==> config.mk <==
export PLATFORM = sky130hd
export DESIGN_NAME = unsigned_128bit_divider
export DESIGN_NICKNAME = d
export VERILOG_FILES = /design/src/udiv128_pkg.sv /design/src/udiv128_dp.sv /design/src/udiv128_ctrl.sv /design/src/unsigned_128bit_divider.sv
export SDC_FILE = /design/constraint.sdc
export NUM_CORES = 1
export LEC_CHECK = 0
export ABC_AREA = 1
export BUFFER_PORTS_ARGS = -buffer_cell sky130_fd_sc_hd__buf_2
export CORE_AREA = 2 2 272 274
export DETAILED_ROUTE_END_ITERATION = 16
export DIE_AREA = 0 0 274 276
export HOLD_SLACK_MARGIN = 0.08
export PLACE_DENSITY_LB_ADDON = 0.3
export RECOVER_POWER = 50
export SYNTH_ARGS = -nofsm -noshare
export SYNTH_HDL_FRONTEND = slang
export SYNTH_SLANG_ARGS = --single-unit
==> constraint.sdc <==
create_clock -name clock -period 18.05 [get_ports clock]
set_clock_uncertainty 0.1 [all_clocks]
set_input_delay 1.805 -clock clock [delete_from_list [all_inputs] [get_ports clock]]
set_output_delay 1.805 -clock clock [all_outputs]
set_load 0.005 [all_outputs]
==> src/udiv128_pkg.sv <==
// Shared types and constants for the 128-bit unsigned divider.
`default_nettype none

package udiv128_pkg;

   localparam int WordWidth  = 128;
   localparam int HalfWidth  = 64;
   localparam int StepCount  = WordWidth;
   localparam int CountWidth = $clog2(StepCount);

   localparam logic [CountWidth-1:0] LastStep = CountWidth'(StepCount - 1);

   typedef enum logic [1:0] {
      ST_IDLE,
      ST_RUN,
      ST_DONE
   } state_type;

   // controller -> datapath
   typedef struct packed {
      logic load;
      logic step;
   } dp_cmd_type;

   // datapath -> controller
   typedef struct packed {
      logic div_zero;
   } dp_status_type;

endpackage

`default_nettype wire

==> src/udiv128_dp.sv <==
// Datapath of the 128-bit divider: partial remainder, dividend/quotient shifter, divisor.
`default_nettype none

module udiv128_dp (
   input  wire logic                              clock,
   input  wire udiv128_pkg::dp_cmd_type           cmd,
   output udiv128_pkg::dp_status_type             status,
   input  wire logic [udiv128_pkg::HalfWidth-1:0] dividend_lo,
   input  wire logic [udiv128_pkg::HalfWidth-1:0] dividend_hi,
   input  wire logic [udiv128_pkg::HalfWidth-1:0] divisor_lo,
   input  wire logic [udiv128_pkg::HalfWidth-1:0] divisor_hi,
   output logic      [udiv128_pkg::HalfWidth-1:0] quotient_lo,
   output logic      [udiv128_pkg::HalfWidth-1:0] quotient_hi,
   output logic      [udiv128_pkg::HalfWidth-1:0] remainder_lo,
   output logic      [udiv128_pkg::HalfWidth-1:0] remainder_hi,
   output logic                                   divide_by_zero
);

   localparam int W = udiv128_pkg::WordWidth;
   localparam int H = udiv128_pkg::HalfWidth;

   logic [W-1:0] rem_ff, rem_in;
   logic [W-1:0] quo_ff, quo_in;   // dividend bits leave at the top, quotient bits enter below
   logic [W-1:0] den_ff, den_in;
   logic         dbz_ff, dbz_in;

   logic [W:0]   shifted;
   logic [W:0]   diff;
   logic [W-1:0] num;
   logic [W-1:0] den;

   assign num     = {dividend_hi, dividend_lo};
   assign den     = {divisor_hi, divisor_lo};
   assign shifted = {rem_ff, quo_ff[W-1]};
   assign diff    = shifted - {1'b0, den_ff};

   always_comb begin
      rem_in = rem_ff;
      quo_in = quo_ff;
      den_in = den_ff;
      dbz_in = dbz_ff;
      if (cmd.load) begin
         den_in = den;
         rem_in = '0;
         if (den == '0) begin
            dbz_in = 1'b1;
            quo_in = '1;
            rem_in = num;
         end else begin
            dbz_in = 1'b0;
            quo_in = num;
         end
      end else if (cmd.step) begin
         // no borrow: subtract and set the quotient bit
         if (!diff[W]) begin
            rem_in = diff[W-1:0];
         end else begin
            rem_in = shifted[W-1:0];
         end
         quo_in = {quo_ff[W-2:0], ~diff[W]};
      end
   end

   always_ff @(posedge clock) begin
      rem_ff <= rem_in;
      quo_ff <= quo_in;
      den_ff <= den_in;
      dbz_ff <= dbz_in;
   end

   assign status.div_zero = dbz_ff;
   assign quotient_lo     = quo_ff[H-1:0];
   assign quotient_hi     = quo_ff[W-1:H];
   assign remainder_lo    = rem_ff[H-1:0];
   assign remainder_hi    = rem_ff[W-1:H];
   assign divide_by_zero  = dbz_ff;

endmodule

`default_nettype wire

==> src/udiv128_ctrl.sv <==
// Controller of the 128-bit divider: sequencing and bit counter.
`default_nettype none

module udiv128_ctrl (
   input  wire logic                         clock,
   input  wire logic                         reset,
   input  wire logic                         start,
   input  wire udiv128_pkg::dp_status_type   status,
   output udiv128_pkg::dp_cmd_type           cmd,
   output logic                              busy,
   output logic                              done
);

   udiv128_pkg::state_type state_ff, state_in;
   logic [udiv128_pkg::CountWidth-1:0] cnt_ff, cnt_in;

   // next state
   always_comb begin
      state_in = state_ff;
      case (state_ff)
         udiv128_pkg::ST_IDLE: begin
            if (start) begin
               state_in = udiv128_pkg::ST_RUN;
            end
         end
         udiv128_pkg::ST_RUN: begin
            if (status.div_zero || cnt_ff == udiv128_pkg::LastStep) begin
               state_in = udiv128_pkg::ST_DONE;
            end
         end
         udiv128_pkg::ST_DONE: begin
            state_in = udiv128_pkg::ST_IDLE;
         end
         default: begin
            state_in = udiv128_pkg::ST_IDLE;
         end
      endcase
   end

   // outputs
   always_comb begin
      cmd.load = 1'b0;
      cmd.step = 1'b0;
      busy     = 1'b1;
      done     = 1'b0;
      case (state_ff)
         udiv128_pkg::ST_IDLE: begin
            busy     = 1'b0;
            cmd.load = start;
         end
         udiv128_pkg::ST_RUN: begin
            cmd.step = !status.div_zero;
         end
         udiv128_pkg::ST_DONE: begin
            done = 1'b1;
         end
         default: begin
            busy = 1'b0;
         end
      endcase
   end

   always_comb begin
      cnt_in = cnt_ff;
      if (cmd.load) begin
         cnt_in = '0;
      end else if (cmd.step) begin
         cnt_in = cnt_ff + 1'b1;
      end
   end

   always_ff @(posedge clock) begin
      if (reset) begin
         state_ff <= udiv128_pkg::ST_IDLE;
         cnt_ff   <= '0;
      end else begin
         state_ff <= state_in;
         cnt_ff   <= cnt_in;
      end
   end

endmodule

`default_nettype wire

==> src/unsigned_128bit_divider.sv <==
// Top level of the 128-bit unsigned restoring divider.
//
//  channel   ports                               handshake
//  --------  ----------------------------------  ---------------------------------
//  request   req_dividend_*, req_divisor_*       taken when start && !busy
//  result    rsp_quotient_*, rsp_remainder_*,    one-cycle strobe rsp_valid
//            rsp_divide_by_zero
//
// A request runs through a load, 128 shift/compare/subtract iterations (one
// quotient bit per cycle through a single 129-bit subtractor) and a cycle with
// the result strobed. A zero divisor skips the iterations and goes from the run
// state to the strobe. busy is high from the cycle after acceptance until the
// strobe has gone by. Synchronous active-high reset clears the controller only.
// The receiver cannot stall: the result is shown for one cycle.
`default_nettype none

module unsigned_128bit_divider (
   input  wire logic                              clock,
   input  wire logic                              reset,
   input  wire logic                              start,
   output logic                                   busy,
   input  wire logic [udiv128_pkg::HalfWidth-1:0] req_dividend_lo,
   input  wire logic [udiv128_pkg::HalfWidth-1:0] req_dividend_hi,
   input  wire logic [udiv128_pkg::HalfWidth-1:0] req_divisor_lo,
   input  wire logic [udiv128_pkg::HalfWidth-1:0] req_divisor_hi,
   output logic                                   rsp_valid,
   output logic      [udiv128_pkg::HalfWidth-1:0] rsp_quotient_lo,
   output logic      [udiv128_pkg::HalfWidth-1:0] rsp_quotient_hi,
   output logic      [udiv128_pkg::HalfWidth-1:0] rsp_remainder_lo,
   output logic      [udiv128_pkg::HalfWidth-1:0] rsp_remainder_hi,
   output logic                                   rsp_divide_by_zero
);

   udiv128_pkg::dp_cmd_type    cmd;
   udiv128_pkg::dp_status_type status;

   // sequencing: load, 128 steps, strobe
   udiv128_ctrl u_ctrl (
      .clock  (clock),
      .reset  (reset),
      .start  (start),
      .status (status),
      .cmd    (cmd),
      .busy   (busy),
      .done   (rsp_valid)
   );

   // result registers stay stable while the strobe is up
   udiv128_dp u_dp (
      .clock          (clock),
      .cmd            (cmd),
      .status         (status),
      .dividend_lo    (req_dividend_lo),
      .dividend_hi    (req_dividend_hi),
      .divisor_lo     (req_divisor_lo),
      .divisor_hi     (req_divisor_hi),
      .quotient_lo    (rsp_quotient_lo),
      .quotient_hi    (rsp_quotient_hi),
      .remainder_lo   (rsp_remainder_lo),
      .remainder_hi   (rsp_remainder_hi),
      .divide_by_zero (rsp_divide_by_zero)
   );

endmodule

`default_nettype wire
==> Word-level counts from Yosys, hierarchy flattened <==
Index checks and enable logic that the tools add are counted.
{ "totals": {"reg_bits": 394, "inputBits": 259, "output_inout_bits": 259, "wordCells": 37} }
{ "op_classes": {"addsub": 2, "n_eq_ne": 5, "n_mux": 15, "bitwise_logic": 1, "n_reduce_logical": 8} }
{ "op_table": {"columns": ["operator", "n"], "rows": [
  ["$mux 128", 7],
  ["$sub 129x128->129", 1],
  ["$logic_not 128->1", 1],
  ["$add 7x1->7 const B", 1],
  ["$eq 7x7->1 const B", 1],
  ["$mux 1", 5],
  ["$mux 2", 2],
  ["$pmux 2 s2", 1],
  ["$reduce_or 2->1", 2],
  ["$eq 2x1->1 const B", 1],
  ["$eq 2x2->1 const B", 1],
  ["$logic_not 2->1", 1],
  ["$ne 2x1->1 const B", 1],
  ["$ne 2x2->1 const B", 1],
  ["$reduce_and 2->1", 1],
  ["$reduce_bool 2->1", 1],
  ["$logic_not 1->1", 1],
  ["$logic_or 1x1->1", 1],
  ["$not 1->1", 1]
]} }

==> Logic depth before layout (Yosys ltp) <==
Gate-level depths: netlist of the first run.
{ "logic_depth": {"ltp_word": 4, "ltp_mapped": 23, "mapped_depth_nobuf": 21} }

==> Modules after synthesis <==
From an unflattened synthesis of the first run, not the netlist that was laid out.
{ "hier_totals": {"cells_unflattened": 5104, "area_unflattened_um2": 32601.3} }
{ "modules_own_cells": {"columns": ["module", "instances", "cells_per_inst", "area_per_inst_um2", "seq_area_each_um2"], "rows": [
  ["udiv128_dp", 1, 5031, 32069.5, 11561.1],
  ["udiv128_ctrl", 1, 73, 531.8, 180.2]
]} }

==> Worst setup path after synthesis of the first run <==
No wires, ideal clock.
{ "synth_timing": {"path_type": "input to register", "from": "in start", "to": "reg u_dp.quo_ff[0] (enable)", "setup_time_ps": 1962, "arrival_time_ps": 6719, "required_ps": 15988, "slack_ps": 9269, "cell_stages": 4, "n_path_buf": 2, "path_cell_list": "nand2_1 -> clkbuf_1 -> clkbuf_1 -> nand2_1"} }
{ "synth_via": {"elab_chain_cells": 2} }
{ "synth_lines": {"columns": ["element", "line", "rtl"], "rows": [
  ["start: declaration", "unsigned_128bit_divider.sv:20", "input wire logic start,"],
  ["$mux 1", "udiv128_ctrl.sv:46", "case (state_ff)"],
  ["$reduce_bool 2->1 (no line)", null, null],
  ["end signal: assignment", "udiv128_dp.sv:66", "quo_ff <= quo_in;"],
  ["end: declaration", "udiv128_dp.sv:23", "logic [W-1:0] quo_ff, quo_in;"]
]} }
No other way between the ends.
A chain may end at the register's enable or synchronous reset.

==> Worst setup path after layout of the first run <==
{ "layout_timing": {"from": "in start", "to": "reg u_dp.quo_ff[72], data pin"} }
{ "layout_via": {"elab_chain_cells": 2} }
{ "layout_lines": {"columns": ["element", "line", "rtl"], "rows": [
  ["$mux 1", "udiv128_ctrl.sv:46", null],
  ["$mux 128", "udiv128_dp.sv:42", "if (cmd.load) begin"],
  ["net u_dp.quo_in[72]", "udiv128_dp.sv:23", null]
]} }
The timed path passes the listed nets, and every way through them passes these cells.

==> metrics list, run 1 <==
* Result of the run: finished with violations
- The final reports fail on max-capacitance violations, max-slew violations.
- Routed Wire Length: 135000 um
* Crit path kind: primary input to flop
* Iteration-0 DRC count of the detailed router: 3346
* Setup bufs post-CTS: 0
- The die is 276 um tall.
- For this run, the number of Yosys warnings is 0.
- Clk root buf: sky130_fd_sc_hd__clkbuf_16
- Summing all non-filler instances in the final layout gives an area of 0.0367 mm^2.
* Total CTS buffers: 44
- Summing all placed instances gives a cell area of 0.0358 mm^2.
* Overall die width: 274 um
- Commonest non-fill, non-tap cell in the layout: sky130_fd_sc_hd__nand2_1
* # Max-Cap Violations: 4
* Maximum fanout encountered on the critical timing path: 137
- Sum of net half-perimeters after detailed placement: 111000 um
* Drc violations: 0
* Number of antenna violations at the first check in global routing: 0
- Maximum frequency from static timing analysis: 0.100 GHz
- In this design, the critical path's most frequently occurring cell is sky130_fd_sc_hd__nand2_4.
- The clock period could shrink to 9.98 ns.
- Headroom to the max-slew limit: -2.33
- Cell leakage power: 20.0 nW
- For the pin with the worst max-slew slack, the measured transition is 4.96 ns.
* RSZ-0062 raised after global routing: no
* Sort of element at the start of the critical path: primary input
- Adding up every negative setup slack in the final design gives 0 ns.
* Distinct cell type count after synthesis: 37
* Vias: 33555
- On the critical path, the stage with the largest delay is an instance of sky130_fd_sc_hd__clkinvlp_2.
- Worst R2R End: u_dp.quo_ff[72]$_DFFE_PP_
- The clock tree synthesis step divided the H-tree into 2 levels.
* Detailed-route vias per instance: 5.14
* HP Class: flop to flop
- # port buffers: 517
* Number of setup violations in the final report: 0
* Origin of the worst min-delay path: u_ctrl.cnt_ff[4]$_SDFFE_PP0P_
- Leaving out fill and tap cells, the most frequent cells in the layout are sky130_fd_sc_hd__nand2_1, sky130_fd_sc_hd__inv_1, sky130_fd_sc_hd__nand3_1.
* Number of storage elements in the synthesis netlist: 394
- Count of nets after finishing: 5928
- Number of cells on the worst hold path: 2
- Starting density of the core: 0.447
- The cell area that synthesis handed to floorplanning was 0.0325 mm^2.
- The startpoint identified for the worst register-to-register timing path is u_ctrl.state_ff[0]$_SDFFE_PP0P_.
- IO Count: 518
- Worst-case reg-to-reg path depth: 7
- Reg-to-reg setup timing slack: 8.67 ns
* CTS tree: yes
* Worst-case clock buffer depth: 3
- The number of failing hold endpoints at the final stage came to 0.
- Resized cells post-CTS: 0
- Wirelength per Cell: 20.6 um
* Total design power: 8.25 mW
- Number of buffers inserted for hold repair after clock tree synthesis: 0
* Number of max-slew violations in the final report: 348
- Initial DRT Pass Iterations: 5
* Worst-case vdd ir drop: 0.170 mV
- Synth Instances: 5080
* Number of sinks on the clock net: 394
* Floorplan die area: 0.0756 mm^2
- Via count of the first global-routing pass: 31218
- Mapped Avg Cell Area: 6.39 um^2
* Clock-pin slew of the registers on the worst-case setup and hold paths: 0.06 ns
- RD Place Congestion: 1.04
- For this run, the register share of the synthesized area comes to 0.362.
- Fin crit share: 0.553
- Detail Route Antenna Nets: 0
- Entering global routing, the biggest net connects 138 pins.
* Critical-path cell list: clkbuf_1 -> nand2_4 -> clkinvlp_2 -> nand2_4 -> buf_4 -> nand3_1
* Critical Path RT: 18.23 ns
- At the later pin of the worst-skew pair, clock insertion delay measures 0.61 ns.
- Compared with the post-synthesis result, the final layout area differs by 13.2%.
- For this design the ratio of total power to cell area is 225 mW/mm^2.
* Total congestion overflow: 0
- The first global-routing pass estimated 198000 um of wire.
- In this design, the stage delay of the slowest critical-path cell is 3.88 ns.
- Worst-case hold path end point: u_ctrl.cnt_ff[4]$_SDFFE_PP0P_
- CP Data Arrival Time: 10.16 ns
- Fill cells in the final layout number 7811.
- Core Box Area: 0.0726 mm^2
- Number of cell rows: 99
- In the final layout, the share of cells above drive strength 1 is 0.0615.
- The repair_antennas step left the layout with diodes totalling 0.
- Nets in the synthesized netlist: 5474
- Sort of element at the end of the critical path: flop
* GRT Util Overall: 0.348
[cell type report]
type / count / area (um^2) / area share
multi-input combinational: 3476 / 16000 / 0.437
sequential: 394 / 11700 / 0.320
inverter: 1086 / 4080 / 0.111
timing repair buffer: 532 / 2320 / 0.0632
tap: 959 / 1200 / 0.0327
clock buffer: 53 / 1130 / 0.0309
clock inverter: 24 / 229 / 0.00623
[cell families after synthesis]
kind of cell / count (synthesis) / synth area share
compound gates: 125 / 0.0202
xor+xnor: 57 / 0.0154
fa+ha+maj: 135 / 0.0523
buf+inv: 1210 / 0.145
flops: 394 / 0.362
simple gates: 3159 / 0.405
[cells in the mapped netlist (all sizes together)]
cell type / n / area [um^2]
a211oi: 2 / 15.0
a21o: 3 / 22.5
a21oi: 89 / 449
a31oi: 2 / 12.5
and2: 12 / 75.1
buf: 46 / 344
clkbuf: 78 / 293
clkinv: 2 / 7.51
dfxtp: 9 / 180
edfxtp: 385 / 11600
fa: 1 / 20.0
ha: 134 / 1680
inv: 1084 / 4070
nand2: 2105 / 7940
nand3: 609 / 3060
nand3b: 46 / 345
nand4: 34 / 213
nor2: 285 / 1120
nor3: 26 / 135
nor3b: 1 / 7.51
nor4: 40 / 250
o21ai: 25 / 125
o21bai: 4 / 30.0
or2: 1 / 6.26
xnor2: 38 / 333
xor2: 19 / 166
[metrics by stage]
step,cells,hold WS [ns],util,setup WS [ns]
after detailed placement,6447,0.359,0.493,11.98
after floorplan,5080,0.338,-,9.27
after global routing,6524,0.405,0.506,7.32
after global placement,6447,0.347,0.493,12.07
final,6524,0.364,0.506,8.07
after CTS,6524,0.368,0.512,12.59
[power by group]
part | leakage [nW] | switching, mW | internal [mW] | total, mW
Combinational | 15.5 | 3.83 | 1.58 | 5.40
Clock | 0.666 | 0.384 | 0.494 | 0.878
Sequential | 3.79 | 0.278 | 1.69 | 1.97
Total | 20.0 | 4.49 | 3.77 | 8.25
[worst max-delay path, delay by kind of cell]
family / cells / cell delay (ns)
simple gates: 3 / 3.44
buf+inv: 3 / 4.76
[metal layers]
layer / GRT usage / wire [um] / up-vias
met5: 0 / 0 / -
li1: - / - / 16563
met4: 0.0889 / 3710 / 0
met1: 0.503 / 61500 / 15523
met2: 0.555 / 60400 / 1342
met3: 0.0344 / 8950 / 127
[sequential cells by signal, indices dropped and copies added (netlist names)]
| name | flops |
|---|---|
| u_ctrl.state_ff | 2 |
| u_ctrl.cnt_ff | 7 |
| u_dp.divide_by_zero | 1 |
| u_dp.den_ff | 128 |
| u_dp.quo_ff | 128 |
| u_dp.rem_ff | 128 |
[worst max path at each step]
stage	start	endpoint	slack, ns	depth (start not counted)
final	start	u_dp.quo_ff[72]$_DFFE_PP_	8.07	6
after global routing	start	u_dp.quo_ff[69]$_DFFE_PP_	7.32	6
after CTS	req_divisor_hi[9]	u_dp.quo_ff[72]$_DFFE_PP_	12.59	8
after detailed placement	req_divisor_hi[9]	u_dp.quo_ff[75]$_DFFE_PP_	11.98	8
after global placement	req_divisor_hi[9]	u_dp.quo_ff[75]$_DFFE_PP_	12.07	8
after floorplan	start	u_dp.quo_ff[0]$_DFFE_PP_	9.27	4
No activity file was read; power rests on OpenSTA's default activity.
==> run 2, diff against run 1 <==
clock period = 9.88 ns   (was 18.05 ns; I/O delays follow)
==> metrics list, run 2 (same netlist as run 1, synthesis figures left out) <==
- The number of nets with antenna violations after detailed routing is 0 (unchanged).
* Routed Wire Length: 131000 um (-2.4%)
- # Max-Cap Violations: 2 (-2)
- STA classifies the critical path startpoint as a flop.
- The number of hold buffers added after CTS is 0 (unchanged).
- Critical Path RT: 9.98 ns (-8.25 ns)
- The initial detailed-routing violation count came to 3213 (-4.0%).
- The worst setup path is captured at a flop.
* Least-Margin Pin Slew: 3.53 ns (-1.44 ns)
* Sum of net half-perimeters after detailed placement: 108000 um (-2.5%)
- Minimum period implied by the final worst setup slack: 6.19 ns
- The total grt overflow came to 0 (unchanged).
- Starting density of the core: 0.447 (unchanged)
* RSZ-0062 raised after global routing: no
- Relative to the synthesized area, the layout overhead comes to 13.5%.
- The final total negative setup slack was 0 ns (unchanged).
* Count of nets after finishing: 5927 (-0.017%)
- Number of sinks on the clock net: 394 (unchanged)
* Number of cell rows: 99 (unchanged)
* Result of the run: finished with violations
- Worst-case vdd ir drop: 0.285 mV (+67%)
* Origin of the worst min-delay path: u_ctrl.cnt_ff[4]$_SDFFE_PP0P_
* Number of cells on the worst hold path: 2 (unchanged)
- GRT Util Overall: 0.340 (-0.00812)
- Commonest non-fill, non-tap cell in the layout: sky130_fd_sc_hd__nand2_1
- Pin count of the biggest net entering global routing: 131 (-5.1%)
* Vias: 33326 (-0.68%)
- RD Place Congestion: 1.07 (+2.3%)
- The setup fix buffers added after clock tree synthesis was 0 (unchanged).
* Total CTS buffers: 43 (-2.3%)
- The most critical setup path has its startpoint at u_ctrl.state_ff[1]$_SDFFE_PP0P_.
* Floorplan die area: 0.0756 mm^2 (unchanged)
* Headroom to the max-slew limit: -1.35 (+0.975)
- The routed length per placed instance came to 20.1 um (-2.4%).
* Overall die width: 274 um (unchanged)
- Based on the critical path, the design can be clocked at up to 0.162 GHz.
- HP Class: flop to flop
* Detailed-route vias per instance: 5.11 (-0.68%)
- Worst-case reg-to-reg path depth: 6 (-1)
- The ratio of cells with drive above 1 in the final layout came to 0.0670 (+0.00558).
- The maximum number of buffers from clock root to sink came to 3 (unchanged).
- Via count of the first global-routing pass: 31466 (+0.79%)
* Slack of the critical path: 3.69 ns (-4.37 ns)
- Fin crit share: 0.626
- Most frequent cells in the layout: sky130_fd_sc_hd__nand2_1, sky130_fd_sc_hd__inv_1, sky130_fd_sc_hd__nand3_1
- The arrival time of the worst setup path came to 6.28 ns (-3.88 ns).
- Metal3 WL: 9340 um (+4.4%)
* Number of hold-slack violations in the final timing report: 0 (unchanged)
- Top routing layer used: met4
- Met2 Wirelength: 59200 um (-2.0%)
* Crit path kind: flop to flop
- The critical path goes through inv_1 -> ha_1 -> nand2_1 -> nand2_1 -> clkbuf_1 -> buf_4.
- Failing checks: max-capacitance violations, max-slew violations
- Crit-path slowest cell: sky130_fd_sc_hd__clkbuf_1
- Core Box Area: 0.0726 mm^2 (unchanged)
* Pre-CTS WS: 4.30 ns (-7.68 ns)
- The number of max-slew violations in the final report was 178 (-49%).
- The clock-pin slew on the worst setup and hold paths is 0.06 ns (about the same).
* Global-route wire length before repair: 194000 um (-1.9%)
* Metal-1 WL: 58500 um (-4.8%)
- The first-pass iteration count of the detailed router is 8 (+3).
- Origin of the critical flop-to-flop path: u_ctrl.state_ff[1]$_SDFFE_PP0P_
- The cell area power density is 408 mW/mm^2 (+82%).
- The internal reg-to-reg setup slack is 3.69 ns (-4.98 ns).
- # port buffers: 517 (unchanged)
- TritonCTS built the clock tree.
- Maximum fanout encountered on the critical timing path: 58 (-58%)
* Number of setup violations in the final report: 0 (unchanged)
- Stage delay of the slowest cell on the critical path: 1.98 ns (-1.90 ns)
- Worst-case hold path end point: u_ctrl.cnt_ff[4]$_SDFFE_PP0P_
- In the final layout, the registers with the most flip-flops are u_dp.den_ff x128, u_dp.quo_ff x128, u_dp.rem_ff x128.
- The initial antenna violation count is 2 (+2).
- The top-level port count was 518 (unchanged).
- The insertion delay of the later-clocked pin in the worst-skew pair is 0.59 ns (-0.02 ns).
- Worst R2R End: u_dp.rem_ff[65]$_DFFE_PP_
- The final routed DRC violation total was 0 (unchanged).
* Resized cells post-CTS: 0 (unchanged)
- Cell leakage power: 20.1 nW (+0.60%)
* CTS H-Tree Depth: 2 (unchanged)
* Clk root buf: sky130_fd_sc_hd__clkbuf_16
- Height of the die: 276 um (unchanged)
* Cell with the most instances on the worst path: sky130_fd_sc_hd__nand2_1
run 2: cell types whose count changed in the layout (fill, tap and decap cells not counted), sizes merged:
cell | before | now
clkbuf | 350 | 320
buf | 235 | 258
bufinv | 3 | 6
clkinv | 16 | 19
clkinvlp | 2 | 1
diode | 0 | 1
inv | 1089 | 1090
run 2: routing by layer:
metal / up-vias / GRT usage
li1: 16544 / -
met3: 166 / 0.0396
met1: 15327 / 0.480
met5: - / 0
met2: 1289 / 0.544
met4: 0 / 0.102
run 2: worst max-delay path: cells and delay by family (launching register included):
family	cells	cell delay, ns
buffers and inverters	3	3.04
and+or+nand+nor	2	2.01
DFF	1	0.31
adders and majority gates	1	0.21
run 2: metrics by stage:
stage	cells	cell area, um^2	hold WS, ns	utilization	power [mW]
after global routing	6524	36900	0.416	0.508	16.3
after detailed placement	6447	35800	0.365	0.493	13.2
final	6524	36900	0.370	0.508	15.0
after global placement	6447	35800	0.348	0.493	13.2
after floorplan	5080	32500	0.338	-	9.97
after CTS	6523	37200	0.375	0.513	15.0
run 2: layout make-up:
class	count	area [um^2]
clock buffer	46	1110
clock inverter	30	333
inverter	1086	4080
sequential	394	11700
tap	959	1200
timing repair buffer	532	2350
antenna	1	2.50
multi-input combinational	3476	16000
fill	7892	35700
run 2: how the worst max path moves through the flow:
stage	end	slack [ns]	depth (start not counted)
after global placement	u_dp.quo_ff[78]$_DFFE_PP_	4.34	8
after global routing	u_dp.quo_ff[64]$_DFFE_PP_	3.23	6
final	u_dp.rem_ff[65]$_DFFE_PP_	3.69	6
after detailed placement	u_dp.quo_ff[79]$_DFFE_PP_	4.30	8
after floorplan	u_dp.quo_ff[0]$_DFFE_PP_	1.92	4
after CTS	u_dp.quo_ff[90]$_DFFE_PP_	4.90	8
run 2: power by group:
group	switching [mW]	total, mW	internal (mW)	leakage [nW]
clock network	0.692	1.67	0.975	0.712
registers	0.503	3.60	3.09	3.79
logic	6.91	9.78	2.87	15.6
